`src/hdl/pps_pkg.sv`:
```
package pps_pkg;

  localparam int MAX_PROCS_DEF = 16;

  localparam logic [1:0] KIND_LOAD    = 2'd0;
  localparam logic [1:0] KIND_ADVANCE = 2'd1;
  localparam logic [1:0] KIND_CLEAR   = 2'd2;

  localparam logic [2:0] ST_LOADED = 3'd0;
  localparam logic [2:0] ST_RAN    = 3'd1;
  localparam logic [2:0] ST_IDLE   = 3'd2;
  localparam logic [2:0] ST_DONE   = 3'd3;
  localparam logic [2:0] ST_FULL   = 3'd4;

  localparam logic [15:0] TIME_MAX = 16'hFFFF;
  localparam logic [19:0] WORK_MAX = 20'hFFFFF;

  typedef struct packed {
    logic [1:0]  kind;
    logic [7:0]  proc_id;
    logic [6:0]  priority_req;
    logic [15:0] arrival_time;
    logic [15:0] burst_length;
  } in_t;

  typedef struct packed {
    logic [2:0]  status;
    logic [7:0]  run_id;
    logic [15:0] seg_start;
    logic [15:0] seg_end;
    logic        finished;
  } out_t;

  typedef struct packed {
    logic [7:0]  id;
    logic [6:0]  prio;
    logic [15:0] arrival;
    logic [15:0] remaining;
    logic [15:0] orig_burst;
  } entry_t;

  // True when entry a, loaded after entry b, is served before it.
  function automatic logic better(entry_t a, entry_t b);
    logic res;
    if (a.prio != b.prio) begin
      res = (a.prio < b.prio);
    end else if (a.arrival != b.arrival) begin
      res = (a.arrival < b.arrival);
    end else begin
      res = (a.orig_burst < b.orig_burst);
    end
    return res;
  endfunction

endpackage

```
`src/hdl/preemptive_priority_scheduler_top.sv`:
```
// Preemptive priority scheduler.
// Input transactions carry a kind: load a process entry, advance the schedule
// by one segment, or clear the table and the time. Every input transaction
// yields exactly one output transaction, in order.
// Loads, clears, unused kinds and advances with no work left answer in the cycle
// after acceptance. An advance that has work scans the process table through
// the single read port of the table memory, one entry per cycle, and answers
// from the finish state once the scan ends; that scan sets the throughput.
// One transaction is in flight at a time. in_stall is high while an advance
// is in progress, and while a result waits in the output register under out_stall.
// A result is held stable in the output register until out_stall is low.
// Reset empties the table, sets the time and the outstanding work to zero and
// drops any pending result; no clearing pass over the memory is needed.
module preemptive_priority_scheduler_top
  import pps_pkg::*;
#(
  parameter int MAX_PROCS = MAX_PROCS_DEF
) (
  input  logic clk,
  input  logic rst_n,
  input  logic in_valid,
  output logic in_stall,
  input  in_t  in_data,
  output logic out_valid,
  input  logic out_stall,
  output out_t out_data
);

  localparam int IDX_W = $clog2(MAX_PROCS);
  localparam int CNT_W = $clog2(MAX_PROCS + 1);

  localparam logic [1:0] S_IDLE = 2'd0;
  localparam logic [1:0] S_SCAN = 2'd1;
  localparam logic [1:0] S_FIN  = 2'd2;

  logic [1:0]       state_r, state_nxt;
  logic             out_valid_r, out_valid_nxt;
  out_t             out_data_r, out_data_nxt;
  logic [CNT_W-1:0] count_r, count_nxt;
  logic [15:0]      time_r, time_nxt;
  logic [19:0]      work_r, work_nxt;
  logic [CNT_W-1:0] iss_idx_r, iss_idx_nxt;
  logic             cmp_vld_r, cmp_vld_nxt;
  logic [IDX_W-1:0] cmp_idx_r, cmp_idx_nxt;
  logic             found_r, found_nxt;
  logic             have_r, have_nxt;
  logic [IDX_W-1:0] best_idx_r, best_idx_nxt;
  entry_t           best_ent_r, best_ent_nxt;
  logic [15:0]      next_arr_r, next_arr_nxt;

  logic             in_acc;
  logic [20:0]      load_sum;
  logic             we;
  logic [IDX_W-1:0] waddr;
  entry_t           wdata;
  logic             re;
  entry_t           rdata;
  entry_t           upd_ent;
  logic             alive;

  pps_table #(.MAX_PROCS(MAX_PROCS)) u_table (
    .clk   (clk),
    .we    (we),
    .waddr (waddr),
    .wdata (wdata),
    .re    (re),
    .raddr (iss_idx_r[IDX_W-1:0]),
    .rdata (rdata)
  );

  assign in_stall  = (state_r != S_IDLE) || (out_valid_r && out_stall);
  assign in_acc    = in_valid && !in_stall;
  assign out_valid = out_valid_r;
  assign out_data  = out_data_r;
  assign load_sum  = {1'b0, work_r} + 21'(in_data.burst_length);
  assign alive     = (rdata.remaining != 16'd0);

  always_comb begin
    upd_ent           = best_ent_r;
    upd_ent.remaining = best_ent_r.remaining - 16'd1;
  end

  always_comb begin
    state_nxt     = state_r;
    out_valid_nxt = out_valid_r;
    out_data_nxt  = out_data_r;
    count_nxt     = count_r;
    time_nxt      = time_r;
    work_nxt      = work_r;
    iss_idx_nxt   = iss_idx_r;
    cmp_vld_nxt   = cmp_vld_r;
    cmp_idx_nxt   = cmp_idx_r;
    found_nxt     = found_r;
    have_nxt      = have_r;
    best_idx_nxt  = best_idx_r;
    best_ent_nxt  = best_ent_r;
    next_arr_nxt  = next_arr_r;
    we            = 1'b0;
    waddr         = best_idx_r;
    wdata         = upd_ent;
    re            = 1'b0;

    if (out_valid_r && !out_stall) begin
      out_valid_nxt = 1'b0;
    end

    case (state_r)
      S_IDLE: begin
        if (in_acc) begin
          out_data_nxt        = '0;
          out_data_nxt.status = ST_LOADED;
          case (in_data.kind)
            KIND_LOAD: begin
              out_valid_nxt = 1'b1;
              if (count_r >= CNT_W'(MAX_PROCS) || load_sum > {1'b0, WORK_MAX}) begin
                out_data_nxt.status = ST_FULL;
              end else begin
                we               = 1'b1;
                waddr            = count_r[IDX_W-1:0];
                wdata.id         = in_data.proc_id;
                wdata.prio       = in_data.priority_req;
                wdata.arrival    = in_data.arrival_time;
                wdata.remaining  = in_data.burst_length;
                wdata.orig_burst = in_data.burst_length;
                count_nxt        = count_r + CNT_W'(1);
                work_nxt         = load_sum[19:0];
              end
            end
            KIND_ADVANCE: begin
              if (work_r == 20'd0 || count_r == '0) begin
                out_valid_nxt          = 1'b1;
                out_data_nxt.status    = ST_DONE;
                out_data_nxt.seg_start = time_r;
                out_data_nxt.seg_end   = time_r;
              end else begin
                state_nxt   = S_SCAN;
                iss_idx_nxt = '0;
                cmp_vld_nxt = 1'b0;
                found_nxt   = 1'b0;
                have_nxt    = 1'b0;
              end
            end
            KIND_CLEAR: begin
              out_valid_nxt = 1'b1;
              count_nxt     = '0;
              time_nxt      = 16'd0;
              work_nxt      = 20'd0;
            end
            default: begin
              out_valid_nxt = 1'b1;
            end
          endcase
        end
      end
      S_SCAN: begin
        if (iss_idx_r < count_r) begin
          re          = 1'b1;
          cmp_vld_nxt = 1'b1;
          cmp_idx_nxt = iss_idx_r[IDX_W-1:0];
          iss_idx_nxt = iss_idx_r + CNT_W'(1);
        end else begin
          cmp_vld_nxt = 1'b0;
        end
        if (cmp_vld_r && alive) begin
          if (rdata.arrival <= time_r) begin
            if (!found_r || better(rdata, best_ent_r)) begin
              found_nxt    = 1'b1;
              best_idx_nxt = cmp_idx_r;
              best_ent_nxt = rdata;
            end
          end else if (!have_r || rdata.arrival < next_arr_r) begin
            have_nxt     = 1'b1;
            next_arr_nxt = rdata.arrival;
          end
        end
        if (iss_idx_r == count_r && !cmp_vld_r) begin
          state_nxt = S_FIN;
        end
      end
      S_FIN: begin
        state_nxt              = S_IDLE;
        out_valid_nxt          = 1'b1;
        out_data_nxt           = '0;
        out_data_nxt.seg_start = time_r;
        if (found_r) begin
          we                    = 1'b1;
          work_nxt              = work_r - 20'd1;
          time_nxt              = (time_r == TIME_MAX) ? time_r : time_r + 16'd1;
          out_data_nxt.status   = ST_RAN;
          out_data_nxt.run_id   = best_ent_r.id;
          out_data_nxt.seg_end  = time_nxt;
          out_data_nxt.finished = (best_ent_r.remaining == 16'd1);
        end else if (have_r) begin
          time_nxt             = next_arr_r;
          out_data_nxt.status  = ST_IDLE;
          out_data_nxt.seg_end = next_arr_r;
        end else begin
          out_data_nxt.status  = ST_DONE;
          out_data_nxt.seg_end = time_r;
        end
      end
      default: begin
        state_nxt = S_IDLE;
      end
    endcase
  end

  always_ff @(posedge clk) begin
    if (!rst_n) begin
      state_r     <= S_IDLE;
      out_valid_r <= 1'b0;
      count_r     <= '0;
      time_r      <= 16'd0;
      work_r      <= 20'd0;
      iss_idx_r   <= '0;
      cmp_vld_r   <= 1'b0;
      found_r     <= 1'b0;
      have_r      <= 1'b0;
    end else begin
      state_r     <= state_nxt;
      out_valid_r <= out_valid_nxt;
      count_r     <= count_nxt;
      time_r      <= time_nxt;
      work_r      <= work_nxt;
      iss_idx_r   <= iss_idx_nxt;
      cmp_vld_r   <= cmp_vld_nxt;
      found_r     <= found_nxt;
      have_r      <= have_nxt;
    end
  end

  always_ff @(posedge clk) begin
    out_data_r <= out_data_nxt;
    cmp_idx_r  <= cmp_idx_nxt;
    best_idx_r <= best_idx_nxt;
    best_ent_r <= best_ent_nxt;
    next_arr_r <= next_arr_nxt;
  end

  a_no_result_while_busy: assert property (@(posedge clk) disable iff (!rst_n)
    (state_r != S_IDLE) |-> !out_valid_r)
    else $error("result pending while an advance is in progress");

  a_count_bound: assert property (@(posedge clk) disable iff (!rst_n)
    count_r <= CNT_W'(MAX_PROCS))
    else $error("entry count exceeds table depth");

  a_clear_effect: assert property (@(posedge clk) disable iff (!rst_n)
    (in_acc && in_data.kind == KIND_CLEAR) |=>
      (work_r == 20'd0 && time_r == 16'd0 && count_r == '0))
    else $error("clear transaction did not empty the table");

  a_run_has_work: assert property (@(posedge clk) disable iff (!rst_n)
    (state_r == S_FIN && found_r) |-> (best_ent_r.remaining != 16'd0 && work_r != 20'd0))
    else $error("selected process has no work left");

endmodule

```
`src/hdl/pps_table.sv`:
```
module pps_table
  import pps_pkg::*;
#(
  parameter int MAX_PROCS = MAX_PROCS_DEF,
  localparam int IDX_W = $clog2(MAX_PROCS)
) (
  input  logic             clk,
  input  logic             we,
  input  logic [IDX_W-1:0] waddr,
  input  entry_t           wdata,
  input  logic             re,
  input  logic [IDX_W-1:0] raddr,
  output entry_t           rdata
);

  entry_t mem [MAX_PROCS];
  entry_t rdata_r;

  always_ff @(posedge clk) begin
    if (we) begin
      mem[waddr] <= wdata;
    end
  end

  always_ff @(posedge clk) begin
    if (re) begin
      rdata_r <= mem[raddr];
    end
  end

  assign rdata = rdata_r;

endmodule

```
`config.mk`:
```
export PLATFORM = sky130hd
export DESIGN_NAME = preemptive_priority_scheduler_top
export DESIGN_NICKNAME = d
export VERILOG_FILES = /design/src/hdl/pps_pkg.sv /design/src/hdl/preemptive_priority_scheduler_top.sv /design/src/hdl/pps_table.sv
export SDC_FILE = /design/constraint.sdc
export NUM_CORES = 1
export LEC_CHECK = 0
export BUFFER_PORTS_ARGS = -buffer_cell sky130_fd_sc_hd__buf_2
export CAP_MARGIN = 20
export CORE_MARGIN = 5
export CORE_UTILIZATION = 59
export CTS_BUF_LIST = sky130_fd_sc_hd__clkbuf_8
export DETAILED_ROUTE_END_ITERATION = 16
export PLACE_DENSITY = 0.79
export SETUP_SLACK_MARGIN = 0.1
export SYNTH_ARGS = -nofsm -noshare
export SYNTH_HDL_FRONTEND = slang
export SYNTH_HIERARCHICAL = 1
export SYNTH_SLANG_ARGS = --single-unit
```
`constraint.sdc`:
```
create_clock -name clk -period 10.09 [get_ports clk]
set_input_delay 2.018 -clock clk [delete_from_list [all_inputs] [get_ports clk]]
set_output_delay 2.018 -clock clk [all_outputs]
set_load 0.01 [all_outputs]
```
# Word-level counts from Yosys, hierarchy flattened
# Memory sizes are Yosys's and may differ from the RTL's. A register that Yosys moved wholly into a read port is not among the register bits.
# Cells that the tools add are included.
classes:
  n_bitwise: 1
  eq_ne: 24
  muxes: 73
  reduce_logical: 36
  addsub: 6
  order_cmp: 8
op_table:
  columns: ["operator", "count"]
  rows:
  - ["2-to-1 mux 63 bit", 4]
  - ["one-hot mux 44 bit (2 select lines)", 1]
  - ["2-to-1 mux 16 bit", 5]
  - ["one-hot mux 20 bit (2 select lines)", 2]
  - ["2-to-1 mux 32 bit", 2]
  - ["2-to-1 mux 20 bit", 3]
  - ["< comparator 16 bit", 3]
  - ["2-to-1 mux 44 bit", 1]
  - ["one-hot mux 16 bit (2 select lines)", 1]
  - ["2-to-1 mux 1 bit", 28]
  - ["2-to-1 mux 5 bit", 5]
  - ["!= test 2 bit, second input constant", 11]
  - ["adder 20 x 16 -> 21 bit", 1]
  - ["> comparator 21 x 20 -> 1 bit, second input constant", 1]
  - ["logical NOT 20 bit", 1]
  - ["one-hot mux 5 bit (2 select lines)", 2]
  - ["AND reduction 4 bit", 5]
  - ["subtractor 20 x 1 -> 20 bit, second input constant", 1]
  - ["adder 16 x 1 -> 16 bit, second input constant", 1]
  - ["equality test 16 x 1 -> 1 bit, second input constant", 1]
  - ["equality test 16 bit, second input constant", 1]
  - ["<= comparator 16 bit", 1]
  - ["2-to-1 mux 4 bit", 4]
  - ["!= test 16 bit", 1]
  - ["30 further kinds", 62]
totals:
  inputBits: 53
  ram_bits: 1008
  ff_bits: 183
  out_inout_bits: 46
  mem_count: 1
  word_cells: 171
mem_list:
  columns: ["name", "depth", "word_bits", "read_ports", "rd_clocked_by_memory_dff", "wr", "line", "source"]
  rows:
  - ["u_table.mem", 16, 63, 1, 1, 1, "pps_table.sv:16", "entry_t mem [MAX_PROCS];"]

# Longest topological paths before layout
logic_depth:
  depth_word: 11
  depth_mapped: 11
  depth_no_buf: 10

# Cells and area by module
# The synthesis kept the hierarchy.
modules_own_cells:
  columns: ["mod", "cells_each", "area_per_inst_um2", "seq_area_each_um2", "instances"]
  rows:
  - ["pps_table", 1622, 39620.5, 32160.8, 1]
  - ["preemptive_priority_scheduler_top", 1157, 11178.2, 4974.8, 1]

# Worst setup path after synthesis
# OpenSTA, ideal clock, no wires.
synth_timing:
  path_kind: "input-to-reg"
  from: "in in_data[0] in the netlist's numbering"
  to: "mem u_table/mem[0][0] in the netlist's numbering (enable)"
  setup_ps: 562
  arrival_ps: 9261
  slack_ps: 268
  stages: 11
  path_buffers: 1
  required_time_ps: 9528
  cell_sequence: "ha_1 > fa_1 > a211oi_1 > o21ai_1 > o211a_1 > o31a_1 > a211oi_4 > buf_4 > mux2_2 > or3b_2 > nor3_1"
synth_between:
  elab_cells_between_ends: 13
  classes_between: "add/sub (1); order compare (1); mux (10); reduce/logical (1)"
synth_lines:
  columns: ["element", "line", "source"]
  rows:
  - ["start: declaration", "preemptive_priority_scheduler_top.sv:23", "input in_t in_data,"]
  - ["adder 20 x 16 -> 21 bit", "preemptive_priority_scheduler_top.sv:75", "assign load_sum = {1'b0, work_r} + 21'(in_data.burst_length);"]
  - ["> comparator 21 x 20 -> 1 bit", "preemptive_priority_scheduler_top.sv:115", "if (count_r >= CNT_W'(MAX_PROCS) || load_sum > {1'b0, WORK_MAX}) begin"]
  - ["logical OR 1 bit", "preemptive_priority_scheduler_top.sv:115", null]
  - ["2-to-1 mux 4 bit", "preemptive_priority_scheduler_top.sv:115", null]
  - ["2-to-1 mux 4 bit", "preemptive_priority_scheduler_top.sv:112", "case (in_data.kind)"]
  - ["2-to-1 mux 4 bit", "preemptive_priority_scheduler_top.sv:109", "if (in_acc) begin"]
  - ["2-to-1 mux 4 bit", "preemptive_priority_scheduler_top.sv:107", "case (state_r)"]
  - ["named net waddr[2]", "preemptive_priority_scheduler_top.sv:54", "logic [IDX_W-1:0] waddr;"]
  - ["end: declaration", "pps_table.sv:16", null]
# The timed path passes the listed nets, and every way through them passes these cells.

# Final worst setup path
layout_timing:
  from: "in in_data[0] in the netlist's numbering"
  to: "mem u_table/mem[7][47] in the netlist's numbering (enable)"
# Same word-level chain as after synthesis.

==> impl_metrics.csv <==
group,metric,value,unit
clock_tree,numCtsBuffers,180,
timing,fin_crit_sh,0.699,
die,die_h,303,um
clock_tree,cts_tree,"yes",
critical_path,crit_fanout,58,
timing,tns,0,ns
run,drv_cap,0,
critical_path,critPathBufInv,3,
clock_tree,postCtsSetupRepairBufs,0,
route,drc,0,
die,die_area,92100,sq um
die,start_util,0.596,
route,vias,27800,
global_routing,grt_max_degree,107,
clock_tree,cts_resized,0,
placed_design,dp_cells,3965,
synth,synthTopCellsByArea,"edfxtp_1 (71%), mux4_2 (11%), ha_1 (2.4%), dfxtp_1 (2.0%), a22oi_1 (1.9%)",
run_status,outcome,"completed",
critical_path,crit_path_frequent_cell,"buf_4",
placed_design,hpwlAfterDp,68100,um
power_and_ir_drop,finalPower,9.73,mW
timing,timing.fmax,142,MHz
clock_tree,insertion_delay,0.86,ns
critical_path,critPathSlowestCell,"buf_4",
synth,yosys_warnings,6,
global_routing,grt.overflow.total,0,
route,wire_per_inst,27.3,um
route,via_per_inst,6.47,
route,wl_met3,12600,um
die,core,85300,sq um
synth,synth_top_area_frac,0.711,
timing,hold_viol,0,
hold_path,min_path_type,"flop to flop",
timing,relSlewSlack,0.225,
clock_tree,htree_levels,4,
clock_tree,clkSlewWorstSetupHoldPaths,0.06,ns
critical_path,end_kind,"flop",
clock_tree,holdBufCountCts,0,
final_layout,fin_cells,4297,
timing,rsz0062_at_grt,"no",
die,die_w,303,um
critical_path,slowest_delay,0.80,ns
timing,drv_slew,0,
synth,synth_seq_area_share,0.731,
die,num_io_pins,99,
timing,fin_crit,7.05,ns
final_layout,final_common_cell,"edfxtp_1",
placed_design,routabilityCongestion,0.887,
critical_path,crit_chain,"buf_2 > ha_1 > fa_1 > a211oi_1 > o21ai_1 > o211a_1 > o31a_1 > a211oi_4 > buf_4 > mux2_1 > nand3b_1 > nor2_4 > buf_4",
placed_design,portBuffers,98,
power_and_ir_drop,power_density,173,nW/um^2
timing,finalSetupViolations,0,
final_layout,drive_gt1_frac,0.226,
timing,clock_skew,0.0504,ns
power_and_ir_drop,p_leak,18.4,nW
synth,synth_cell_types,81,
global_routing,grt_pass1_vias,28500,
synth,synth_edf_count,1202,
route,drt-total-wl,117000,um
route,top_layer,"met5",
route,drt-met1-wl,43400,um
final_layout,fin_nets,3160,
route,antenna_left,0,
route,first_pass_iters,8,
critical_path,worstPathRequired,10.54,ns
critical_path,crit_cells,13,
clock_tree,cts_sinks,1254,
power_and_ir_drop,peakVddDrop,0.103,mV
hold_path,min_path_cells,0,
final_layout,layout_common_cells,"edfxtp_1 (1202), mux4_2 (252), clkbuf_8 (182)",
synth,synth_cells,2779,
synth,syn_area,50800,sq um
synth,ys_ff_latch,1254,
clock_tree,root_buffer,"clkbuf_8",
global_routing,grt_pass1_wl,175000,um
synth,synth_ff_type,"edfxtp_1",
critical_path,reg2reg_depth,12,
global_routing,grt_usage,0.257,
synth,async_reset_ff_frac,0,
route,dr_wl_met2,58500,um
final_layout,finish.utilization,0.659,
critical_path,crit_type,"primary input to flop",
critical_path,critical_path_arrival,7.50,ns
timing,worstMarginPinSlew,1.16,ns
clock_tree,clock_path_buffers,3,
critical_path,critPathLaunchType,"primary input",
final_layout,area_growth,10.6,%
synth,postSynthAreaPerCell,18.3,sq um
die,fp-row-count,107,
global_routing,antenna_found_initial,2,
synth,yosys.area.top_type,"edfxtp_1",
critical_path,cp_top_family,"buffers and inverters",
synth,synth_fp_nets,2930,
route,drt_iter0_markers,3319,
flip-flops by register name, indices dropped and copies added (netlist names), 16 cells and up:
register	cells
out_data	44
u_table/mem	1008
best_ent_r	63
time_r	16
next_arr_r	16
work_r	20
u_table/rdata	63
area by class of cell:
cell class,count,area [sq um]
flip-flops and latches,1254,37100
fillers,5365,29100
multi-input cells,1297,12800
clock buffers,182,2500
well taps,1144,1430
repair buffers,180,1220
clock inverters,142,753
inverters,96,360
diodes,2,5.00
Yosys cell counts (20+ instances only):
| master | count |
|---|---|
| buf_2 | 23 |
| a22oi_1 | 127 |
| nand4_1 | 20 |
| mux4_2 | 252 |
| o21ai_0 | 73 |
| edfxtp_1 | 1202 |
| inv_1 | 94 |
| dfxtp_1 | 52 |
| o21ai_1 | 25 |
| xnor2_1 | 32 |
| a21oi_1 | 83 |
| nor2_1 | 86 |
| a21o_1 | 34 |
| nand2_1 | 167 |
| nor3_1 | 33 |
| ha_1 | 97 |
| nand3_1 | 30 |
| clkbuf_1 | 70 |
power by group:
group | switching (mW) | total [mW] | internal (mW) | leakage (nW)
registers | 0.0239 | 5.73 | 5.70 | 11.3
clock network | 1.88 | 3.67 | 1.80 | 1.88
logic | 0.222 | 0.331 | 0.109 | 5.22
total | 2.12 | 9.73 | 7.61 | 18.4
stage by stage:
step | hold slack [ns] | setup WS [ns] | area (sq um)
6_report | 0.407 | 3.04 | 56200
5_1_grt | 0.414 | 2.91 | 56200
4_1_cts | 0.414 | 3.15 | 56100
3_5_place_dp | 0.405 | 2.28 | 52900
3_3_place_gp | 0.401 | 2.45 | 52800
2_1_floorplan | 0.400 | 0.268 | 50800
worst paths after layout:
path / slack (ns) / startpoint / to
worst min register to register: 0.41 / cmp_idx_r[2] / best_idx_r[2]
worst min-delay path: 0.41 / cmp_idx_r[2] / best_idx_r[2]
worst max register to register: 3.94 / work_r[0] / u_table/mem[7][47]
worst max-delay path: 3.04 / in_data[0] / u_table/mem[7][47]
per-layer routing:
| metal | vias up | GRT usage |
|---|---|---|
| li1 | 11800 | - |
| met1 | 14100 | 0.344 |
| met2 | 1720 | 0.428 |
| met3 | 214 | 0.0611 |
| met4 | 2 | 0.0815 |
| met5 | - | 0 |
cell families (layout without fill, tap and decap cells):
family,count (synthesis),in the layout,synth area share
adders and majority gates,98,98,0.0243
other,0,2,0
muxes,270,270,0.116
AOI/OAI and AO/OA,461,461,0.0610
buffers and inverters,228,600,0.0211
DFF,1254,1254,0.731
and+or+nand+nor,427,427,0.0399
xor gates and xnor gates,41,41,0.00707
Note: power is estimated with default switching activity, not from simulation.
